<file path="src/hw/rtl/pitm_pkg.sv">
`default_nettype none

package pitm_pkg;

    // Number of ID entries in the table.
    localparam int TABLE_DEPTH = 16;
    localparam int PTR_W       = (TABLE_DEPTH > 1) ? $clog2(TABLE_DEPTH) : 1;

    localparam int VENDOR_W = 16;
    localparam int DEVICE_W = 16;
    localparam int CLASS_W  = 24;
    localparam int INDEX_W  = 4;

    // A zero class mask compares all class bits.
    localparam logic [CLASS_W-1:0] CLASS_ALL = 24'hFFFFFF;

    localparam logic REQ_WRITE = 1'b0;
    localparam logic REQ_MATCH = 1'b1;

    // Sequencer step addresses.
    localparam int STEP_W = 3;
    localparam logic [STEP_W-1:0] ST_FETCH    = 3'd0;
    localparam logic [STEP_W-1:0] ST_DISPATCH = 3'd1;
    localparam logic [STEP_W-1:0] ST_WRITE    = 3'd2;
    localparam logic [STEP_W-1:0] ST_SCAN     = 3'd3;
    localparam logic [STEP_W-1:0] ST_RESP     = 3'd4;

    // Branch conditions.
    localparam int COND_W = 3;
    localparam logic [COND_W-1:0] COND_ALWAYS    = 3'd0;
    localparam logic [COND_W-1:0] COND_ACCEPT    = 3'd1;
    localparam logic [COND_W-1:0] COND_IS_WRITE  = 3'd2;
    localparam logic [COND_W-1:0] COND_SCAN_MORE = 3'd3;
    localparam logic [COND_W-1:0] COND_OUT_TAKEN = 3'd4;

    typedef struct packed {
        logic [VENDOR_W-1:0] vendor;
        logic                vendor_any;
        logic [DEVICE_W-1:0] device;
        logic                device_any;
        logic [CLASS_W-1:0]  cls_code;
        logic [CLASS_W-1:0]  cls_mask;
    } entry_t;

    // One control word per step. The branch goes to tgt_t when the selected
    // condition holds and to tgt_f otherwise.
    typedef struct packed {
        logic              in_ready;
        logic              load;
        logic              write;
        logic              scan;
        logic              out_valid;
        logic [COND_W-1:0] cond;
        logic [STEP_W-1:0] tgt_t;
        logic [STEP_W-1:0] tgt_f;
    } ctrl_t;

    function automatic ctrl_t ucode(input logic [STEP_W-1:0] step);
        ctrl_t cw;
        cw = '0;
        case (step)
            ST_FETCH: begin
                cw.in_ready = 1'b1;
                cw.load     = 1'b1;
                cw.cond     = COND_ACCEPT;
                cw.tgt_t    = ST_DISPATCH;
                cw.tgt_f    = ST_FETCH;
            end
            ST_DISPATCH: begin
                cw.cond  = COND_IS_WRITE;
                cw.tgt_t = ST_WRITE;
                cw.tgt_f = ST_SCAN;
            end
            ST_WRITE: begin
                cw.write = 1'b1;
                cw.cond  = COND_ALWAYS;
                cw.tgt_t = ST_RESP;
                cw.tgt_f = ST_RESP;
            end
            ST_SCAN: begin
                cw.scan  = 1'b1;
                cw.cond  = COND_SCAN_MORE;
                cw.tgt_t = ST_SCAN;
                cw.tgt_f = ST_RESP;
            end
            ST_RESP: begin
                cw.out_valid = 1'b1;
                cw.cond      = COND_OUT_TAKEN;
                cw.tgt_t     = ST_FETCH;
                cw.tgt_f     = ST_RESP;
            end
            default: begin
                cw.cond  = COND_ALWAYS;
                cw.tgt_t = ST_FETCH;
                cw.tgt_f = ST_FETCH;
            end
        endcase
        return cw;
    endfunction

endpackage

`default_nettype wire

</file>
<file path="src/hw/rtl/pci_id_table_match.sv">
// PCI device-ID table matcher. Write transfers (req_type 0) store one entry of
// the ID table at entry_index; indexes at or beyond the table depth are dropped.
// Match transfers (req_type 1) scan the table from entry 0, one entry per clock,
// until an entry matches, an all-zero terminator entry is reached or the table
// ends, and return matched. Every input transfer yields exactly one result
// transfer; writes always return matched = 0. The block handles one request at a
// time: an input transfer is followed by a dispatch step, then a write step or a
// scan of 1 to TABLE_DEPTH entries, then a result step that waits on m_ready;
// no new input is taken before the result transfer. The scan rate is set by
// the single table read port, stepped once per cycle. After reset the table is
// empty (all entries read as terminators), so every match answers 0 until
// entries are written. Control is a small microcode program: each step's
// control word drives the datapath and selects a branch condition.
`default_nettype none

module pci_id_table_match (
    input  wire logic                             aclk,
    input  wire logic                             aresetn,

    input  wire logic                             s_valid,
    output logic                                  s_ready,
    input  wire logic                             s_req_type,
    input  wire logic [pitm_pkg::INDEX_W-1:0]     s_entry_index,
    input  wire logic [pitm_pkg::VENDOR_W-1:0]    s_id_vendor,
    input  wire logic                             s_id_vendor_any,
    input  wire logic [pitm_pkg::DEVICE_W-1:0]    s_id_device,
    input  wire logic                             s_id_device_any,
    input  wire logic [pitm_pkg::CLASS_W-1:0]     s_id_class,
    input  wire logic [pitm_pkg::CLASS_W-1:0]     s_id_class_mask,
    input  wire logic [pitm_pkg::VENDOR_W-1:0]    s_query_vendor,
    input  wire logic [pitm_pkg::DEVICE_W-1:0]    s_query_device,
    input  wire logic [pitm_pkg::CLASS_W-1:0]     s_query_class_code,

    output logic                                  m_valid,
    input  wire logic                             m_ready,
    output logic                                  m_matched
);

    localparam int PTR_W = pitm_pkg::PTR_W;
    localparam int DEPTH = pitm_pkg::TABLE_DEPTH;

    // Sequencer.
    logic [pitm_pkg::STEP_W-1:0] step_reg, step_next;
    pitm_pkg::ctrl_t             cw;
    logic                        cond_true;
    logic                        in_xfer;

    // Request held for the duration of its processing.
    logic                        req_type_reg;
    logic [PTR_W-1:0]            wr_idx_reg;
    logic                        wr_ok_reg;
    pitm_pkg::entry_t            wr_entry_reg;
    logic [pitm_pkg::VENDOR_W-1:0] q_vendor_reg;
    logic [pitm_pkg::DEVICE_W-1:0] q_device_reg;
    logic [pitm_pkg::CLASS_W-1:0]  q_class_reg;

    // Scan pointer and result.
    logic [PTR_W-1:0]            ptr_reg, ptr_next;
    logic                        hit_reg, hit_next;

    // ID table. An entry without its valid bit reads as all zeros, which is
    // a terminator, so reset empties the table at once.
    pitm_pkg::entry_t            tbl_reg [DEPTH];
    logic [DEPTH-1:0]            vld_reg;

    // Entry under the scan pointer and its evaluation.
    pitm_pkg::entry_t            cur;
    logic [pitm_pkg::CLASS_W-1:0] mask_eff;
    logic                        slot_end;
    logic                        cls_hit;
    logic                        id_hit;
    logic                        slot_hit;
    logic                        slot_last;
    logic                        scan_more;

    assign cw      = pitm_pkg::ucode(step_reg);
    assign s_ready = cw.in_ready;
    assign in_xfer = s_valid && s_ready;
    assign m_valid = cw.out_valid;
    assign m_matched = hit_reg;

    always_comb begin
        cur = vld_reg[ptr_reg] ? tbl_reg[ptr_reg] : '0;
        mask_eff = (cur.cls_mask == '0) ? pitm_pkg::CLASS_ALL : cur.cls_mask;
        slot_end = (cur.vendor == '0) && !cur.vendor_any &&
                   (cur.device == '0) && !cur.device_any && (cur.cls_code == '0);
        cls_hit  = (q_class_reg & mask_eff) == (cur.cls_code & mask_eff);
        id_hit   = (cur.vendor_any || (cur.vendor == q_vendor_reg)) &&
                   (cur.device_any || (cur.device == q_device_reg));
        slot_hit = !slot_end && ((cur.cls_code != '0) ? cls_hit : id_hit);
        slot_last = (ptr_reg == PTR_W'(DEPTH - 1));
        scan_more = !slot_end && !slot_hit && !slot_last;
    end

    always_comb begin
        case (cw.cond)
            pitm_pkg::COND_ALWAYS:    cond_true = 1'b1;
            pitm_pkg::COND_ACCEPT:    cond_true = in_xfer;
            pitm_pkg::COND_IS_WRITE:  cond_true = (req_type_reg == pitm_pkg::REQ_WRITE);
            pitm_pkg::COND_SCAN_MORE: cond_true = scan_more;
            pitm_pkg::COND_OUT_TAKEN: cond_true = m_ready;
            default:                  cond_true = 1'b1;
        endcase
        step_next = cond_true ? cw.tgt_t : cw.tgt_f;
    end

    always_comb begin
        ptr_next = ptr_reg;
        hit_next = hit_reg;
        if (cw.load && in_xfer) begin
            ptr_next = '0;
            hit_next = 1'b0;
        end else if (cw.scan) begin
            // The pointer may wrap on the last entry; the scan ends there anyway.
            ptr_next = ptr_reg + PTR_W'(1);
            hit_next = hit_reg | slot_hit;
        end
    end

    always_ff @(posedge aclk) begin
        if (!aresetn) begin
            step_reg <= pitm_pkg::ST_FETCH;
            ptr_reg  <= '0;
            hit_reg  <= 1'b0;
        end else begin
            step_reg <= step_next;
            ptr_reg  <= ptr_next;
            hit_reg  <= hit_next;
        end
    end

    // Request capture.
    always_ff @(posedge aclk) begin
        if (cw.load && in_xfer) begin
            req_type_reg            <= s_req_type;
            wr_idx_reg              <= PTR_W'(s_entry_index);
            wr_ok_reg               <= (9'(s_entry_index) < 9'(DEPTH));
            wr_entry_reg.vendor     <= s_id_vendor;
            wr_entry_reg.vendor_any <= s_id_vendor_any;
            wr_entry_reg.device     <= s_id_device;
            wr_entry_reg.device_any <= s_id_device_any;
            wr_entry_reg.cls_code   <= s_id_class;
            wr_entry_reg.cls_mask   <= s_id_class_mask;
            q_vendor_reg            <= s_query_vendor;
            q_device_reg            <= s_query_device;
            q_class_reg             <= s_query_class_code;
        end
    end

    // Table write port.
    always_ff @(posedge aclk) begin
        if (cw.write && wr_ok_reg) begin
            tbl_reg[wr_idx_reg] <= wr_entry_reg;
        end
    end

    always_ff @(posedge aclk) begin
        if (!aresetn) begin
            vld_reg <= '0;
        end else if (cw.write && wr_ok_reg) begin
            vld_reg[wr_idx_reg] <= 1'b1;
        end
    end

endmodule

`default_nettype wire

</file>
<file path="config.mk">
export PLATFORM = sky130hd
export DESIGN_NAME = pci_id_table_match
export DESIGN_NICKNAME = d
export VERILOG_FILES = /design/src/hw/rtl/pitm_pkg.sv /design/src/hw/rtl/pci_id_table_match.sv
export SDC_FILE = /design/constraint.sdc
export NUM_CORES = 1
export LEC_CHECK = 0
export BUFFER_PORTS_ARGS = -buffer_cell sky130_fd_sc_hd__buf_4
export CORE_ASPECT_RATIO = 0.6
export CORE_MARGIN = 1
export CORE_UTILIZATION = 45
export DETAILED_ROUTE_END_ITERATION = 7
export HOLD_SLACK_MARGIN = 0.15
export MAX_ROUTING_LAYER = met4
export PLACE_DENSITY_LB_ADDON = 0.3
export SYNTH_ARGS = -nofsm -noshare
export SYNTH_HDL_FRONTEND = slang
export SYNTH_SLANG_ARGS = --single-unit
</file>
<file path="constraint.sdc">
create_clock -name aclk -period 18.6 [get_ports aclk]
set_input_delay 2.79 -clock aclk [delete_from_list [all_inputs] [get_ports aclk]]
set_output_delay 2.79 -clock aclk [all_outputs]
set_load 0.02 [all_outputs]
</file>
==> results of run 1 <==
==> final timing paths <==
kind | end | start | slack [ns]
max | step_reg[0]$_SDFF_PN0_ | flop | 12.28
min | vld_reg[6]$_SDFFE_PN0P_ | vld_reg[6]$_SDFFE_PN0P_ | 0.47
max reg2reg | step_reg[0]$_SDFF_PN0_ | flop | 12.28
min reg2reg | vld_reg[6]$_SDFFE_PN0P_ | vld_reg[6]$_SDFFE_PN0P_ | 0.47
==> per-layer routing <==
layer,track usage (%),up-vias,part of all wire (%)
met2,34.6,1870,44
met4,5.59,0,1.8
li1,-,12249,-
met5,-,-,0
met1,36.7,16112,44
met3,4.19,212,10
==> power groups by stage <==
stage	clock network (mW)	registers (mW)	logic (mW)
after floorplan	0	3.88	0.0698
after global placement	0	3.90	0.137
after detailed placement	0	3.91	0.138
after CTS	2.87	3.84	0.139
after global routing	3.00	3.85	0.146
final	2.83	3.84	0.138
==> cell families (layout without fill, tap and decap cells) <==
logic type                 Yosys count  after routing  share of synthesized area [%]
and+or+nand+nor                    358            358                           3.19
adders and majority gates            1              1                         0.0215
DFF                               1483           1483                           76.1
AOI/OAI and AO/OA                  331            331                           4.12
muxes                              463            463                           14.4
xor gates and xnor gates            36             36                          0.542
buffers and inverters              150            465                           1.61
other                                0              2                              0
==> through the flow <==
| step | util (%) | setup slack [ns] | area, sq um |
|---|---|---|---|
| 4_1_cts | 51.5 | 12.34 | 65600 |
| 6_report | 51.5 | 12.28 | 65600 |
| 3_5_place_dp | 48.0 | 12.38 | 61200 |
| 5_1_grt | 51.5 | 12.02 | 65600 |
| 2_1_floorplan | - | 11.21 | 58200 |
| 3_3_place_gp | 48.0 | 12.29 | 61200 |
==> area by class of cell <==
class                           instances  area share [%]
Tap cell                             1699            3.24
Inverter                               12          0.0686
Sequential cell                      1483            67.4
Antenna cell                            2         0.00763
Clock buffer                          175            5.78
Timing Repair Buffer                  208            2.47
Multi-Input combinational cell       1189            20.0
Clock inverter                         70            1.02
==> synth_stat cells, types with 10 or more instances <==
library cell,instances
edfxtp_1,1455
mux4_2,282
mux2i_1,128
nand2_1,90
nor2_1,79
a22oi_1,61
buf_2,53
a21oi_1,48
mux2_2,41
o21ai_0,36
o22ai_1,30
buf_4,29
dfxtp_1,28
nor3_1,27
clkbuf_1,26
buf_6,23
nor2b_1,21
nand3_1,20
o21a_1,19
xor2_1,19
xnor2_1,17
a211oi_1,15
nand3b_1,15
nand4_1,14
nand2b_1,13
a22o_1,12
inv_1,11
mux4_1,11
nor4_1,11
nor3b_1,10
==> worst max-delay path: stages (launching register included) <==
cell and delay (ns):
dfxtp_4 0.83, buf_4 0.71, buf_12 0.59, mux4_2 0.42, a22o_1 0.27, a221oi_1 0.72, o21ai_0 0.21, a2111oi_1 0.54
nand4_1 0.55, and2_1 0.35, a2111o_1 0.43, nand2_1 0.18, a21oi_1 0.08
==> results.tsv, run 1 <==
stage	metric	value	unit
floorplan	starting density of the core	45.7	%
detailed_routing	vias	30443	
floorplan	Core Area	127000	sq um
logic_synthesis	syn_area_per_cell	20.6	sq um
run_status	outcome	finished, final reports clean	
timing	fmax	158	MHz
worst_setup_path	Critical Path Start Type	flop	
place	port bufs	149	
power	Pwr Density	104	nW/um^2
run	number of max-cap violations	0	
cells_and_area	area delta synth->final	12.8	%
power	Reg power frac	56.5	%
logic_synthesis	cell area after synthesis	58200	sq um
power	VDD IR max	74.7	uV
logic_synthesis	largest area contributor in the netlist	edfxtp_1	
logic_synthesis	Mapped Nets	2970	
logic_synthesis	largest cells by area after synthesis	edfxtp_1 75%, mux4_2 11%, mux2i_1 2.2%	
worst_setup_path	Worst Path Max Fanout	135	
min_path	hold depth	1	
logic_synthesis	Netlist cell types	89	
floorplan	Die ar.	131000	sq um
cells_and_area	Reg area	44300	sq um
grt	vias in the first global route	29392	
grt	initial antenna violation count	6	
worst_setup_path	Crit Path Class	reg -> reg	
place	GPL Wtd Cong	0.901	
power	Logic pwr share	2.0	%
logic_synthesis	Synth Flop Type	edfxtp_1	
power	clock share of power	41.5	%
timing	Slew headroom	20.6	%
logic_synthesis	sequential area share after synthesis	76.1	%
floorplan	row count	101	
cells_and_area	most common cell after layout, fill and taps aside	edfxtp_1	
clocking	Worst-Skew Late Latency	0.77	ns
clocking	cts hold-fix bufs	0	
logic_synthesis	post-synth top area share	75.1	%
cells_and_area	Multi-input gate area	13100	sq um
clocking	Clock transition at path regs	0.06	ns
clocking	post-CTS resize count	0	
power	Power Total	6.81	mW
worst_setup_path	worst r2r path cells	12	
power	leakage	20.1	nW
timing	Final min period	6.32	ns
worst_setup_path	CP required	19.22	ns
grt	GRT Total Usage	24.4	%
logic_synthesis	async set-reset flop share out of synthesis	0	%
logic_synthesis	Yosys reg bits	1483	
timing	Final period util	34.0	%
cells_and_area	Largest register FFs	1312	
timing	Fin Hold WS	0.465	ns
timing	final setup fails	0	
detailed_routing	Initial DRC Count	4627	
grt	global-route wire length before repair	217000	um
min_path	HP Class	reg -> reg	
clocking	# clock sinks	1483	
timing	RSZ-0062 raised after global routing	no	
worst_setup_path	Crit path arrival time	6.93	ns
timing	Final Skew	0.0275	ns
cells_and_area	share of cells above drive strength 1	24.7	%
floorplan	Die Span Y	281	um
logic_synthesis	Yosys warnings	0	
detailed_routing	Vias/cell	6.29	
clocking	CTS tree	done	
clocking	CTS root buf	clkbuf_16	
cells_and_area	layout filler cell count	9811	
power	internal power	5.41	mW
cells_and_area	nets@finish	3178	
timing	Slew @ Worst Pin	1.19	ns
detailed_routing	# DRC	0	
power	Switching Fraction	20.6	%
logic_synthesis	Post-synth EDFFs	1455	
cells_and_area	most frequent cells in the layout	1455 x edfxtp_1, 282 x mux4_2, 203 x buf_4	
timing	final-report hold violation count	0	
clocking	TritonCTS buffer count	136	
floorplan	Die Wd	466	um
detailed_routing	drt pass-1 iters	6	
detailed_routing	drt total wl	155000	um
grt	largest net degree at the start of global routing	136	
clocking	Setup Buffers After CTS	0	
floorplan	I/O pin count	150	
worst_setup_path	Crit. End Element	flop	
grt	GRT overflow	0	
detailed_routing	drt wl/cell	31.9	um
cells_and_area	Final Non-Filler Cells	4838	
clocking	H-tree depth	4	
power	NetSw	1.40	mW
place	Post-DP HPWL	88200	um
timing	setup TNS	0	ns
clocking	Clock Tree Buf Depth	3	
logic_synthesis	Mapped Cells	2822	
place	Placed Cells	4591	
detailed_routing	remaining antenna violation count after routing	0	
timing	Slew Limit Fails	0	
(Power assumes the default switching activity.)
==> run 2: changes to the inputs <==
Clock period 18.6 ns to 5.1 ns, I/O delays scaled along.
==> run 2 against run 1 <==
  * The flow now finishes with violations (design-rule violations)
  * Core utilization rose by 1.6 points
  * Sequential power rose to 3.6 times the previous value
  * Sequential share of layout area fell by 2.1 points
  * Global-route usage rose by 0.21 points
  * Count of clock-buffer cells in the layout fell by 10
  * Fmax rose by 32%
  * Worst hold slack got worse by 0.26 ns
  * Power rose to 3.7 times the previous value
  * Die area did not move
  * Largest power group unchanged
==> results.tsv, run 2 (synthesis gave the netlist of run 1 again) <==
stage	metric	value	unit	change
clocking	CTS root buf	clkbuf_16		
worst_setup_path	Crit. End Element	flop		
detailed_routing	remaining antenna violation count after routing	0		unchanged
grt	largest net degree at the start of global routing	84		-38%
clocking	H-tree depth	4		unchanged
power	Pwr Density	368	nW/um^2	+250%
detailed_routing	Vias/cell	6.19		-1.7%
timing	RSZ-0062 raised after global routing	no		
grt	vias in the first global route	30488		+3.7%
worst_setup_path	Crit Path Class	reg -> reg		
worst_setup_path	Crit path arrival time	5.42	ns	-1.51 ns
detailed_routing	drt total wl	155000	um	+0.19%
grt	GRT overflow	0		unchanged
worst_setup_path	Critical Path Start Type	flop		
run	number of max-cap violations	0		unchanged
min_path	HP Class	in -> reg		
place	port bufs	149		unchanged
min_path	Hold Path Sink	wr_entry_reg[33]$_DFFE_PP_		
timing	Final period util	93.9	%	+60 points
worst_setup_path	Worst Path Max Fanout	24		-82%
cells_and_area	Final Non-Filler Cells	5017		+3.7%
worst_setup_path	CP required	5.73	ns	-13.49 ns
min_path	hold depth	1		unchanged
cells_and_area	Largest register FFs	1312		unchanged
timing	Final Skew	0.0341	ns	+0.00661 ns
place	Placed Cells	4667		+1.7%
place	Post-DP HPWL	95000	um	+7.8%
cells_and_area	nets@finish	3362		+5.8%
floorplan	Die Span Y	281	um	unchanged
cells_and_area	most frequent cells in the layout	1455 x edfxtp_1, 282 x mux4_2, 246 x buf_4		
clocking	CTS tree	done		
floorplan	starting density of the core	45.7	%	unchanged
power	leakage	21.1	nW	+4.6%
cells_and_area	area delta synth->final	16.4	%	
clocking	Clock transition at path regs	0.07	ns	about the same
timing	final setup fails	0		unchanged
floorplan	Die ar.	131000	sq um	unchanged
detailed_routing	drt pass-1 iters	8		+2
worst_setup_path	worst r2r path cells	12		unchanged
floorplan	Die Wd	466	um	unchanged
run_status	outcome	complete, but fails checks		
power	VDD IR max	365	uV	+390%
timing	Slew @ Worst Pin	1.18	ns	-0.00876 ns
clocking	TritonCTS buffer count	137		+0.74%
timing	final-report hold violation count	0		unchanged
clocking	Worst-Skew Late Latency	0.76	ns	about the same
cells_and_area	Design Area, Final	67700	sq um	+3.2%
detailed_routing	Initial DRC Count	4328		-6.5%
timing	Slew headroom	21.0	%	+0.40 points
worst_setup_path	Reg-to-Reg End	step_reg[0]$_SDFF_PN0_		
floorplan	I/O pin count	150		unchanged
cells_and_area	layout filler cell count	9828		+0.17%
grt	global-route wire length before repair	221000	um	+1.9%
worst_setup_path	flop2flop setup slack	0.31	ns	-11.97 ns
timing	Final min period	4.79	ns	-1.53 ns
grt	GRT Total Usage	24.6	%	+0.21 points
grt	initial antenna violation count	1		-5
cells_and_area	share of cells above drive strength 1	25.6	%	+0.88 points
floorplan	Core Area	127000	sq um	unchanged
timing	fmax	209	MHz	+32%
place	GPL Wtd Cong	0.912		+1.2%
clocking	Clock Tree Buf Depth	3		unchanged
cells_and_area	most common cell after layout, fill and taps aside	edfxtp_1		
detailed_routing	drt wl/cell	30.9	um	-3.4%
clocking	# clock sinks	1483		unchanged
min_path	HP Start	s_id_class[9]		
place	DP Area	62200	sq um	+1.6%
detailed_routing	# DRC	4		+4
run_status	failing checks	design-rule violations		
cells_and_area	Antenna diodes	0		-2
detailed_routing	vias	31038		+2.0%
floorplan	row count	101		unchanged
timing	Slew Limit Fails	0		unchanged
clocking	post-CTS resize count	0		unchanged
run 2: final cells by class:
cell class | instances | area, sq um | share of cell area [%]
Multi-Input combinational cell | 1189 | 13100 | 19.4
Timing Repair Buffer | 391 | 3680 | 5.43
Tap cell | 1699 | 2130 | 3.14
Inverter | 12 | 45.0 | 0.0665
Clock inverter | 78 | 822 | 1.21
Clock buffer | 165 | 3640 | 5.38
Sequential cell | 1483 | 44300 | 65.4
run 2: power breakdown:
| group | switching, mW | internal, mW |
|---|---|---|
| logic | 0.315 | 0.264 |
| registers | 0.339 | 13.7 |
| clock network | 4.47 | 5.87 |
| total | 5.12 | 19.8 |
run 2: worst max-delay path, cell delays in order, from the launching register on:
cell and delay [ns]:
dfxtp_4 0.69, buf_4 0.47, mux4_2 0.58, mux2i_1 0.60, mux2i_1 0.23, nor4_1 0.36, a41oi_1 0.08, a2bb2oi_1 0.18
a2111oi_2 0.39, nand4_1 0.16, a2111o_1 0.56, nand2_1 0.23, a21oi_1 0.10
run 2: stage by stage:
stage	utilization, %	hold slack (ns)	worst slack (ns)	power, mW	TNS, ns
after floorplan	-	0.435	-0.0488	14.4	-12.00
after global placement	48.8	0.449	0.392	14.7	0
after detailed placement	48.8	0.450	0.456	14.8	0
after CTS	53.2	0.150	0.439	25.1	0
after global routing	53.2	0.174	0.122	25.6	0
final	53.2	0.202	0.313	24.9	0
run 2: worst max-delay path by stage:
stage | from | endpoint | slack, ns | depth (start not counted)
finish | flop | step_reg[0]$_SDFF_PN0_ | 0.31 | 12
global route | flop | step_reg[0]$_SDFF_PN0_ | 0.12 | 13
CTS | flop | step_reg[0]$_SDFF_PN0_ | 0.44 | 13
detailed placement | flop | step_reg[0]$_SDFF_PN0_ | 0.46 | 13
global placement | flop | step_reg[0]$_SDFF_PN0_ | 0.39 | 13
floorplan | step_reg[1]$_SDFF_PN0_ | tbl_reg[1][0]$_DFFE_PP_ | -0.05 | 4
run 2: routing by layer:
metal  vias up  GRT usage, %  wire length, um  part of all wire, %
li1      12621             -                -                    -
met5         -             -                0                    0
met1     16416          36.3            66400                   43
met3       203          5.72            17200                   11
met2      1798          34.3            68100                   44
met4         0          6.30             3120                  2.0
run 2: repair_timing:
item | 4_1_cts | 5_1_grt
hold endpoints to repair | 107 | 0
hold buffers | 107 | 0
buffers inserted | 0 | 0
